### config.mk
export PLATFORM = sky130hd
export DESIGN_NAME = rsrs_mul
export DESIGN_NICKNAME = d
export VERILOG_FILES = /design/src/hw/rtl/rsrs_pkg.sv /design/src/hw/rtl/rsrs_mul.sv
export SDC_FILE = /design/constraint.sdc
export NUM_CORES = 2
export LEC_CHECK = 0
export BUFFER_PORTS_ARGS = -buffer_cell sky130_fd_sc_hd__buf_2
export CAP_MARGIN = 20
export CORE_MARGIN = 1.5
export CORE_UTILIZATION = 40
export DETAILED_ROUTE_END_ITERATION = 6
export HOLD_SLACK_MARGIN = 0.15
export PLACE_DENSITY = 0.65
export SETUP_SLACK_MARGIN = 0.2
export SYNTH_ARGS = -nofsm -noshare
export SYNTH_HDL_FRONTEND = slang
export SYNTH_SLANG_ARGS = --single-unit
export TNS_END_PERCENT = 100
### constraint.sdc
create_clock -name clk_i -period 15.94 [get_ports clk_i]
set_input_delay 2.391 -clock clk_i [delete_from_list [all_inputs] [get_ports clk_i]]
set_output_delay 2.391 -clock clk_i [all_outputs]
set_load 0.005 [all_outputs]
### src/hw/rtl/rsrs_pkg.sv
// Shared constants, types and helper functions for the residual sum block.
// No dependencies.
package rsrs_pkg;

  localparam int unsigned SCAN_AXIS = 1;
  localparam int unsigned COMP_BITS = 21;
  localparam int unsigned VEC_SHIFT = 31 - COMP_BITS;  // Q1.x -> Q1.30
  localparam int unsigned OFS_SHIFT = 25 - COMP_BITS;  // Q9.x -> Q9.16
  localparam int unsigned MW        = 34;              // multiplier operand width
  localparam int unsigned PW        = 2 * MW;          // product width
  localparam int unsigned SW        = 66;              // running sum width

  typedef logic signed [MW-1:0] mop_t;
  typedef logic signed [SW-1:0] wide_t;
  typedef logic signed [31:0]   q16_t;

  localparam logic [62:0] ACC_MAX  = {63{1'b1}};
  localparam q16_t        ONE_Q16  = 32'sh0001_0000;
  localparam q16_t        ONE_Q30  = 32'sh4000_0000;

  localparam logic [1:0] MODE_EXACT = 2'd0;
  localparam logic [1:0] MODE_LIN   = 2'd1;

  localparam logic [2:0] REG_FOCAL  = 3'd0;
  localparam logic [2:0] REG_RADIAL = 3'd1;
  localparam logic [2:0] REG_MODE   = 3'd2;
  localparam logic [2:0] REG_REFL   = 3'd3;
  localparam logic [2:0] REG_ROT    = 3'd4;
  localparam logic [2:0] REG_ANG    = 3'd5;
  localparam logic [2:0] REG_CAM    = 3'd6;
  localparam logic [2:0] REG_LIN    = 3'd7;

  // 1/k! in Q2.30, rounded to nearest
  function automatic mop_t inv_fact_f(input logic [3:0] k);
    mop_t r;
    case (k)
      4'd0:    r = 34'sd1073741824;
      4'd1:    r = 34'sd1073741824;
      4'd2:    r = 34'sd536870912;
      4'd3:    r = 34'sd178956971;
      4'd4:    r = 34'sd44739243;
      4'd5:    r = 34'sd8947849;
      4'd6:    r = 34'sd1491308;
      4'd7:    r = 34'sd213044;
      4'd8:    r = 34'sd26631;
      4'd9:    r = 34'sd2959;
      4'd10:   r = 34'sd296;
      4'd11:   r = 34'sd27;
      4'd12:   r = 34'sd2;
      default: r = '0;
    endcase
    return r;
  endfunction

  // signed packed component i, shifted up by sh
  function automatic mop_t comp_f(input logic [62:0] pk, input logic [1:0] i,
                                  input int unsigned sh);
    logic signed [COMP_BITS-1:0] c;
    c = signed'(pk[i*COMP_BITS +: COMP_BITS]);
    return mop_t'(c) <<< sh;
  endfunction

  function automatic logic ovf32_f(input wide_t x);
    return x[SW-1:31] != {(SW-31){x[31]}};
  endfunction

  function automatic q16_t sat32_f(input wide_t x);
    q16_t r;
    if (ovf32_f(x)) begin
      r = x[SW-1] ? 32'sh8000_0000 : 32'sh7FFF_FFFF;
    end else begin
      r = x[31:0];
    end
    return r;
  endfunction

endpackage

### src/hw/rtl/rsrs_mul.sv
// Shared signed multiplier with registered product.
// Depends on rsrs_pkg.
module rsrs_mul (
  input  logic                           clk_i,
  input  rsrs_pkg::mop_t                 a_i,
  input  rsrs_pkg::mop_t                 b_i,
  output logic signed [rsrs_pkg::PW-1:0] p_o
);
  import rsrs_pkg::*;

  logic signed [PW-1:0] p_q;

  always_ff @(posedge clk_i) begin
    p_q <= a_i * b_i;
  end

  assign p_o = p_q;

endmodule

==> results.yml <==
logic_synthesis:
  synth_cell_types: 69
  syn-instance-count: 4554
  ys_top_cells_by_area: "fa_1 58%, inv_1 11%, and2_1 9.0%, ha_1 5.9%, nand2_1 4.7%"
  ys_async_sr_fraction_pct: 0
  yosysTopAreaCell: "fa_1"
  yosysMostFrequentCell: "fa_1"
  synth-edff-count: 0
  synth_common_cells: "1,241 x fa_1, 1,231 x inv_1, 621 x and2_1"
  yosysSeqAreaShare_pct: 3.164
  syn_area_sq_um: 43030
  synth_top_area_share_pct: 57.74
  ys.flop_type: "dfxtp_1"
  syn-num-nets: 6068
  yosys_warnings: 0
  synth.avg_cell_area_sq_um: 9.448
  ys_ff_latch: 68
clock_tree:
  postCtsSetupBuffers: 0
  cts_buffer_depth: 2
  holdBufCountCts: 0
  cts-root-buf: "clkbuf_16"
  path_clk_slew_ns: 0.07
  cts_made_buffers: 9
  htreeDepth: 3
  postCtsResizedCells: 0
  cts_tree: "done"
  cts_sinks: 68
timing:
  hold_viol: 0
  worst_pin_slew_ns: 1.104
  finalSetupViolCount: 0
  timing.fmax_mhz: 95.12
  rsz0062_at_grt: "false"
  period_share_pct: 65.95
  slew_viol_final: 0
  layout_min_cycle_time_ns: 10.51
  slew_headroom_pct: 26.42
  finalSetupTns_ns: 0
route:
  vias_per_cell: 5.016
  final_antenna_net_count: 0
  wl_per_cell_microns: 19.27
  drc_errors: 0
  num_vias: 29617
  first_iter_violations: 1597
  drt-pass1-iter-count: 6
  wirelength_mm: 113.8
worst_setup_path:
  critical_path.startpoint_type: "input pin"
  cp.required_ns: 16.23
  critPathKind: "input pin to register"
  cp.arrival_ns: 10.80
  path_max_fanout: 34
  cp-end-kind: "register"
grt:
  use_met2_pct: 37.22
  grt_use_met1_pct: 28.65
  use_met3_pct: 3.864
  top_usage_layer: "met2"
  antenna_found_initial: 11
  grt_max_degree: 35
  grt_pass1_wl_mm: 184.6
  first_global_vias: 32878
  track_usage_pct: 22.09
  overflow: 0
placement:
  placed_area_sq_um: 44710
  portBuffers: 136
  hpwl_mm: 89.23
  dpl.cell_count: 5885
  gp_congestion: 0.9102
worst_hold_path:
  hold_class: "input pin to register"
  whs_path_depth: 3
cells_and_area:
  nets: 6008
  syn2layout_area_growth_pct: 4.644
  drive_above_1_share_pct: 4.535
  fin_area_sq_um: 45030
  largest_register_ff_count: 68
  fin_cells: 5904
  utilization_pct: 42.12
die:
  chipHeight_microns: 331.0
  start_util_pct: 40.25
  io_pins: 137
  die-area_sq_um: 109500
  num_rows: 120
  die_x_microns: 331.0
  core_area_sq_um: 106900
status:
  status: "complete, no violations"
flow_run:
  drv_cap: 0
==> final cells by class <==
class,count,area (sq um)
Antenna cell,3,7.507
Clock buffer,10,239.0
Clock inverter,5,38.79
Fill cell,10515,61880
Inverter,1232,4624
Multi-Input combinational cell,3026,36140
Sequential cell,68,1361
Tap cell,1403,1755
Timing Repair Buffer,157,858.3
==> cell families (layout without fill, tap and decap cells) <==
group / count (synthesis) / count (layout) / share of synthesized area, %
simple gates: 1296 / 1296 / 15.37
buf+inv: 1460 / 1404 / 12.84
flops: 68 / 68 / 3.164
xor+xnor: 79 / 79 / 1.608
compound gates: 206 / 206 / 3.347
other cells: 0 / 3 / 0
fa+ha+maj: 1445 / 1445 / 63.67
==> layout by cell type, fill, tap and decap left out, types with 3 or more instances in the layout <==
| master | n |
|---|---|
| ha_1 | 204 |
| nand3_1 | 11 |
| a21o_1 | 37 |
| o41ai_1 | 3 |
| a31oi_1 | 7 |
| nor3_1 | 5 |
| and3_1 | 5 |
| inv_1 | 1231 |
| o41ai_2 | 3 |
| o21ai_1 | 7 |
| xor2_1 | 23 |
| a211oi_1 | 6 |
| or2_2 | 4 |
| o21a_1 | 4 |
| nand2_1 | 542 |
| nand2b_1 | 20 |
| nor2b_1 | 9 |
| dfxtp_1 | 68 |
| nand4_1 | 11 |
| fa_1 | 1241 |
| buf_2 | 136 |
| a221oi_1 | 3 |
| diode_2 | 3 |
| o21ai_0 | 31 |
| buf_4 | 20 |
| o21bai_1 | 12 |
| xnor2_1 | 56 |
| nor2_1 | 54 |
| o211ai_1 | 3 |
| clkinv_4 | 3 |
| a21oi_1 | 61 |
| and2_1 | 621 |
| clkbuf_16 | 9 |
| and3_2 | 3 |
==> worst max-delay path, stage by stage <==
cell	delay (ns)
buf_2	0.63
nand2_1	0.20
inv_1	0.17
fa_1	0.51
fa_1	0.63
fa_1	0.72
fa_1	1.29
fa_1	0.58
fa_1	0.51
fa_1	0.49
inv_1	0.06
fa_1	0.48
inv_1	0.05
ha_1	0.38
and2_1	0.28
nand2_1	0.10
o41ai_1	0.56
a31oi_4	0.10
o31ai_4	0.37
a221oi_2	0.11
xnor2_1	0.13
==> per-stage QoR <==
stage                     hold slack, ns  setup slack, ns
after floorplan                    2.518            6.059
after global placement             2.767            5.136
after detailed placement           2.765            5.006
after CTS                          2.605            5.410
after global routing               2.631            4.994
final                              2.606            5.427
==> per-layer routing <==
layer | up-vias | share of wire (%)
li1 | 12654 | -
met1 | 15749 | 41
met2 | 987 | 49
met3 | 221 | 6.4
met4 | 6 | 3.8
met5 | - | 0.036
==> final timing paths <==
path	from	to	slack, ns
worst max-delay path	a_i[33]	p_o[66]$_DFF_P_	5.43
worst min-delay path	a_i[0]	p_o[0]$_DFF_P_	2.61
Power is left out: the tool's default activity adds up to more than one toggle a clock period on the data nets, which glitch-free logic cannot reach.
