## src/hw/rtl/rsrs_pkg.sv

```systemverilog
// Shared constants, types and helper functions for the residual sum block.
// No dependencies.
package rsrs_pkg;

  localparam int unsigned SCAN_AXIS = 1;
  localparam int unsigned COMP_BITS = 21;
  localparam int unsigned VEC_SHIFT = 31 - COMP_BITS;  // Q1.x -> Q1.30
  localparam int unsigned OFS_SHIFT = 25 - COMP_BITS;  // Q9.x -> Q9.16
  localparam int unsigned MW        = 34;              // multiplier operand width
  localparam int unsigned PW        = 2 * MW;          // product width
  localparam int unsigned SW        = 66;              // running sum width

  typedef logic signed [MW-1:0] mop_t;
  typedef logic signed [SW-1:0] wide_t;
  typedef logic signed [31:0]   q16_t;

  localparam logic [62:0] ACC_MAX  = {63{1'b1}};
  localparam q16_t        ONE_Q16  = 32'sh0001_0000;
  localparam q16_t        ONE_Q30  = 32'sh4000_0000;

  localparam logic [1:0] MODE_EXACT = 2'd0;
  localparam logic [1:0] MODE_LIN   = 2'd1;

  localparam logic [2:0] REG_FOCAL  = 3'd0;
  localparam logic [2:0] REG_RADIAL = 3'd1;
  localparam logic [2:0] REG_MODE   = 3'd2;
  localparam logic [2:0] REG_REFL   = 3'd3;
  localparam logic [2:0] REG_ROT    = 3'd4;
  localparam logic [2:0] REG_ANG    = 3'd5;
  localparam logic [2:0] REG_CAM    = 3'd6;
  localparam logic [2:0] REG_LIN    = 3'd7;

  // 1/k! in Q2.30, rounded to nearest
  function automatic mop_t inv_fact_f(input logic [3:0] k);
    mop_t r;
    case (k)
      4'd0:    r = 34'sd1073741824;
      4'd1:    r = 34'sd1073741824;
      4'd2:    r = 34'sd536870912;
      4'd3:    r = 34'sd178956971;
      4'd4:    r = 34'sd44739243;
      4'd5:    r = 34'sd8947849;
      4'd6:    r = 34'sd1491308;
      4'd7:    r = 34'sd213044;
      4'd8:    r = 34'sd26631;
      4'd9:    r = 34'sd2959;
      4'd10:   r = 34'sd296;
      4'd11:   r = 34'sd27;
      4'd12:   r = 34'sd2;
      default: r = '0;
    endcase
    return r;
  endfunction

  // signed packed component i, shifted up by sh
  function automatic mop_t comp_f(input logic [62:0] pk, input logic [1:0] i,
                                  input int unsigned sh);
    logic signed [COMP_BITS-1:0] c;
    c = signed'(pk[i*COMP_BITS +: COMP_BITS]);
    return mop_t'(c) <<< sh;
  endfunction

  function automatic logic ovf32_f(input wide_t x);
    return x[SW-1:31] != {(SW-31){x[31]}};
  endfunction

  function automatic q16_t sat32_f(input wide_t x);
    q16_t r;
    if (ovf32_f(x)) begin
      r = x[SW-1] ? 32'sh8000_0000 : 32'sh7FFF_FFFF;
    end else begin
      r = x[31:0];
    end
    return r;
  endfunction

endpackage

```

## src/hw/rtl/rsrs_div.sv

```systemverilog
// Restoring divider for 2^47 / focal length, one quotient bit a cycle.
// Depends on rsrs_pkg only for house style; standalone arithmetic.
module rsrs_div (
  input  logic        clk_i,
  input  logic        rst_ni,
  input  logic        start_i,
  input  logic [30:0] den_i,
  output logic        done_o,
  output logic [47:0] quo_o
);
  import rsrs_pkg::*;

  logic [30:0] den_q, rem_q;
  logic [47:0] quo_q;
  logic [5:0]  bit_q;
  logic        run_q, done_q;
  logic [31:0] rem_sh;
  logic [32:0] diff;
  logic        ge;

  // dividend is a single set bit at position 47
  assign rem_sh = {rem_q, bit_q == 6'd47};
  assign diff   = {1'b0, rem_sh} - {2'b00, den_q};
  assign ge     = !diff[32];

  always_ff @(posedge clk_i or negedge rst_ni) begin
    if (!rst_ni) begin
      den_q  <= '0;
      rem_q  <= '0;
      quo_q  <= '0;
      bit_q  <= '0;
      run_q  <= 1'b0;
      done_q <= 1'b0;
    end else if (start_i) begin
      den_q  <= den_i;
      rem_q  <= '0;
      quo_q  <= '0;
      bit_q  <= 6'd47;
      run_q  <= 1'b1;
      done_q <= 1'b0;
    end else if (run_q) begin
      rem_q <= ge ? diff[30:0] : rem_sh[30:0];
      quo_q <= {quo_q[46:0], ge};
      if (bit_q == 6'd0) begin
        run_q  <= 1'b0;
        done_q <= 1'b1;
      end else begin
        bit_q <= bit_q - 6'd1;
      end
    end
  end

  assign done_o = done_q;
  assign quo_o  = quo_q;

endmodule

```

## config.mk

```make
export PLATFORM = sky130hd
export DESIGN_NAME = rsrs_div
export DESIGN_NICKNAME = d
export VERILOG_FILES = /design/src/hw/rtl/rsrs_pkg.sv /design/src/hw/rtl/rsrs_div.sv
export SDC_FILE = /design/constraint.sdc
export NUM_CORES = 1
export LEC_CHECK = 0
export ABC_AREA = 1
export BUFFER_PORTS_ARGS = -buffer_cell sky130_fd_sc_hd__buf_2
export CORE_AREA = 2 2 168 129
export DETAILED_ROUTE_END_ITERATION = 8
export DIE_AREA = 0 0 170 131
export GPL_ROUTABILITY_DRIVEN = 1
export SKIP_LAST_GASP = 1
export SYNTH_ARGS = -nofsm -noshare
export SYNTH_HDL_FRONTEND = slang
export SYNTH_SLANG_ARGS = --single-unit
```

## constraint.sdc

```tcl
create_clock -name clk_i -period 2.5 [get_ports clk_i]
set_input_delay 0 -clock clk_i [delete_from_list [all_inputs] [get_ports clk_i]]
set_output_delay 0 -clock clk_i [all_outputs]
set_load 0.02 [all_outputs]
```

==> impl_metrics.env <==
export IMPL_crit_fanout=7
export IMPL_syn_area_per_cell_um2=6.95
export IMPL_synth_top_family_by_area="simple AND/OR/NAND/NOR gates"
export IMPL_cts_tree="done"
export IMPL_worstSetupPathType="register to register"
export IMPL_synth_area_um2=7340
export IMPL_synth_compound_area_share_pct=9.17
export IMPL_worstMarginPinSlew_ns=1.13
export IMPL_period_share_pct=98.5
export IMPL_yosys_mux_area_fraction_pct=0
export IMPL_grt_overflow=0
export IMPL_cpMaxStageDelayCell="dfrtp_1"
export IMPL_cts_root_buf="clkbuf_16"
export IMPL_synth_seq_area_share_pct=40.2
export IMPL_cp_start_kind="register"
export IMPL_dr_pass1_iters=5
export IMPL_cpMostUsedCell="nand2_2"
export IMPL_drc=0
export IMPL_dp_hpwl_um=14400
export IMPL_syn_num_nets=1125
export IMPL_setup_tns_final_ns=0
export IMPL_relSlewSlack_pct=24.4
export IMPL_power_per_cell_area_nw_per_um2=1020
export IMPL_r2r_end="rem_q[14]"
export IMPL_syn_inst=1056
export IMPL_clk_latency_ns=0.43
export IMPL_maxCapViolations=0
export IMPL_worstReg2RegStart="bit_q[1]"
export IMPL_synth_area_leader_cell="dfrtp_1"
export IMPL_grt_pass1_vias=6075
export IMPL_slowest_delay_ns=0.38
export IMPL_synthXorXnorAreaFrac_pct=1.43
export IMPL_outcome="completed"
export IMPL_start_util_pct=35.4
export IMPL_period_needed_ns=2.46
export IMPL_gp_congestion=0.932
export IMPL_cp_required_ns=2.86
export IMPL_grt_util_all_layers_pct=18.2
export IMPL_yosysWarnings=0
export IMPL_antenna_found_initial=0
export IMPL_clk_pin_slew_worst_paths_ns=0.06
export IMPL_yosys_area_share_simple_pct=29.4
export IMPL_ant_nets=0
export IMPL_viasPerCell=4.62
export IMPL_seq_area_um2=2950
export IMPL_via_count=6761
export IMPL_grt_pass1_wl_um=31600
export IMPL_ir_drop_mv=0.429
export IMPL_drt_initial_drc_count=485
export IMPL_clock_path_buffers=2
export IMPL_io_pins=83
export IMPL_area_growth_pct=28.3
export IMPL_nNetsFinal=1256
export IMPL_crit_chain="ha_2 -> nand4_1 -> ha_2 -> inv_2 -> fa_2 -> nand3_2 -> nand3_2 -> nand2_2 -> nand2_2 -> nand2_2 -> nand2_2 -> nand2_4 -> nand2_8 -> clkbuf_16 -> nand2_2 -> nand3_2 -> nand2_1"
export IMPL_die_y_um=131
export IMPL_crit_buf_inv=2
export IMPL_final_fill_count=2156
export IMPL_grt_max_degree=64
export IMPL_arrival_ns=2.82
export IMPL_fp_coreArea_um2=20700
export IMPL_netlist_area_leader_share_pct=40.2
export IMPL_die_w_um=170
export IMPL_wl_per_cell_um=13.6
export IMPL_crit_family="simple AND/OR/NAND/NOR gates"
export IMPL_setup_slack_ns=0.0368
export IMPL_reg2reg_slack_ns=0.04
export IMPL_rsz0062_at_grt="true"
export IMPL_pre_cts_ws_ns=0.0399
export IMPL_diodes=0
export IMPL_synth_distinct_cells=34
export IMPL_cellLeakagePower_nw=5.22
export IMPL_skew_ns=0.0191
export IMPL_fin_util_pct=45.4
export IMPL_cts_htree_levels=4
export IMPL_rows=46
export IMPL_synth_adder_area_share_pct=6.07
export IMPL_synth_area_leaders="dfrtp_1 (40%), nand2_1 (18%), inv_1 (12%)"
export IMPL_hold_viol_final=0
export IMPL_drive_gt1_share_pct=17.3
export IMPL_design_die_area_um2=22300
export IMPL_yosys_register_bits=118
export IMPL_worst_r2r_path_depth=17
export IMPL_finalWirelength_um=20000
export IMPL_port_buffers=82
export IMPL_hold_class="input pin to async pin"
export IMPL_worstSetupEndpointType="register"
export IMPL_cts_made_buffers=17
export IMPL_report_final_slew_viol_count=0
export IMPL_clock_sinks=118
export IMPL_setup_viol=0
export IMPL_multi_input_area_um2=3660
export IMPL_fmax_ghz=0.406
## cell usage after synthesis
cell type	instances
a21o_1	1
a21oi_1	19
a21oi_2	1
a21oi_4	1
and2_1	1
buf_1	3
buf_2	5
buf_4	3
buf_6	3
clkbuf_1	16
dfrtp_1	118
fa_1	1
ha_1	34
inv_1	225
inv_2	1
nand2_1	357
nand2_2	2
nand2_4	2
nand3_1	80
nand3_2	1
nand3b_1	15
nand4_1	6
nor2_1	44
nor2_2	1
nor3_1	3
nor3_2	2
o211ai_1	1
o21ai_0	37
o21ai_1	13
o22ai_1	46
or2_1	1
or2_2	1
xnor2_1	11
xor2_1	1
## layout by cell type (no fill, tap or decap), types with 3 or more instances in the layout
cell type      instances
clkinv_8               3
buf_4                 20
nand2_2               12
buf_2                 81
nand3_2               26
o21ai_0               37
xnor2_1               11
nor3_1                 3
buf_12                 4
clkbuf_16             19
inv_2                  3
o22ai_1               46
o21ai_1                8
nand4_1                6
nor2_1                43
o21ai_2                5
inv_8                  4
a21oi_1               19
ha_1                  32
nand3_1               53
nand2_4                9
dlygate4sd3_1         34
inv_6                  5
inv_1                223
nand2_1              339
dfrtp_1              118
nand3b_1              15
## power breakdown
group	leakage [nW]	switching (W)	internal, W
logic	3.40	0.00307	0.00182
registers	1.53	0.000160	0.00217
clock network	0.281	0.00107	0.00133
## kinds of logic (layout without fill, tap and decap cells)
family / Yosys count / count (layout)
and+or+nand+nor: 516 / 516
buffers and inverters: 256 / 400
AOI/OAI and AO/OA: 119 / 119
DFF: 118 / 118
adders and majority gates: 35 / 35
xor gates and xnor gates: 12 / 12
## cell type report
cell class | instances | share of cell area [%]
inverters | 226 | 9.01
repair buffers | 142 | 11.0
well taps | 264 | 3.51
flip-flops and latches | 118 | 31.4
clock buffers | 17 | 4.52
multi-input cells | 682 | 38.9
clock inverters | 15 | 1.71
## worst max-delay path by stage
stage / start / end / slack [ns] / depth (start not counted)
floorplan: bit_q[1] / rem_q[13] / 0.11 / 16
global placement: bit_q[0] / rem_q[7] / 0.08 / 16
detailed placement: bit_q[0] / rem_q[13] / 0.04 / 16
CTS: bit_q[0] / rem_q[12] / 0.01 / 16
global route: bit_q[1] / rem_q[11] / -0.12 / 17
finish: bit_q[1] / rem_q[14] / 0.04 / 17
## state kept, by name, summed over array words and instances, names as in the netlist
name,cells
quo_o,48
den_q,31
done_o,1
run_q,1
rem_q,31
bit_q,6
## what timing repair did
item / CTS / global route
setup endpoints to repair: 0 / 32
hold buffers: 34 / 0
gates resized for setup: 0 / 75
hold endpoints to repair: 98 / 0
buffers inserted: 0 / 4
## per-layer routing
layer | routed length (um) | up-vias | global-route usage [%] | part of all wire [%]
met5 | 0 | - | 0 | 0
met4 | 142 | 0 | 4.58 | 0.71
met3 | 940 | 12 | 3.37 | 4.7
met2 | 7850 | 134 | 24.3 | 39
met1 | 11000 | 3071 | 29.4 | 55
li1 | - | 3544 | - | -
## metrics by stage
stage          cell area (um2)  cells  hold slack, ns  power, W
4_1_cts                   9040   1459           0.249   0.00894
3_5_place_dp              8110   1393           0.162   0.00643
6_report                  9410   1464           0.222   0.00962
3_3_place_gp              8110   1393           0.164   0.00643
2_1_floorplan             7340   1056          -0.296   0.00539
5_1_grt                   9410   1464           0.309    0.0104
Note: power is estimated with default switching activity, not from simulation.
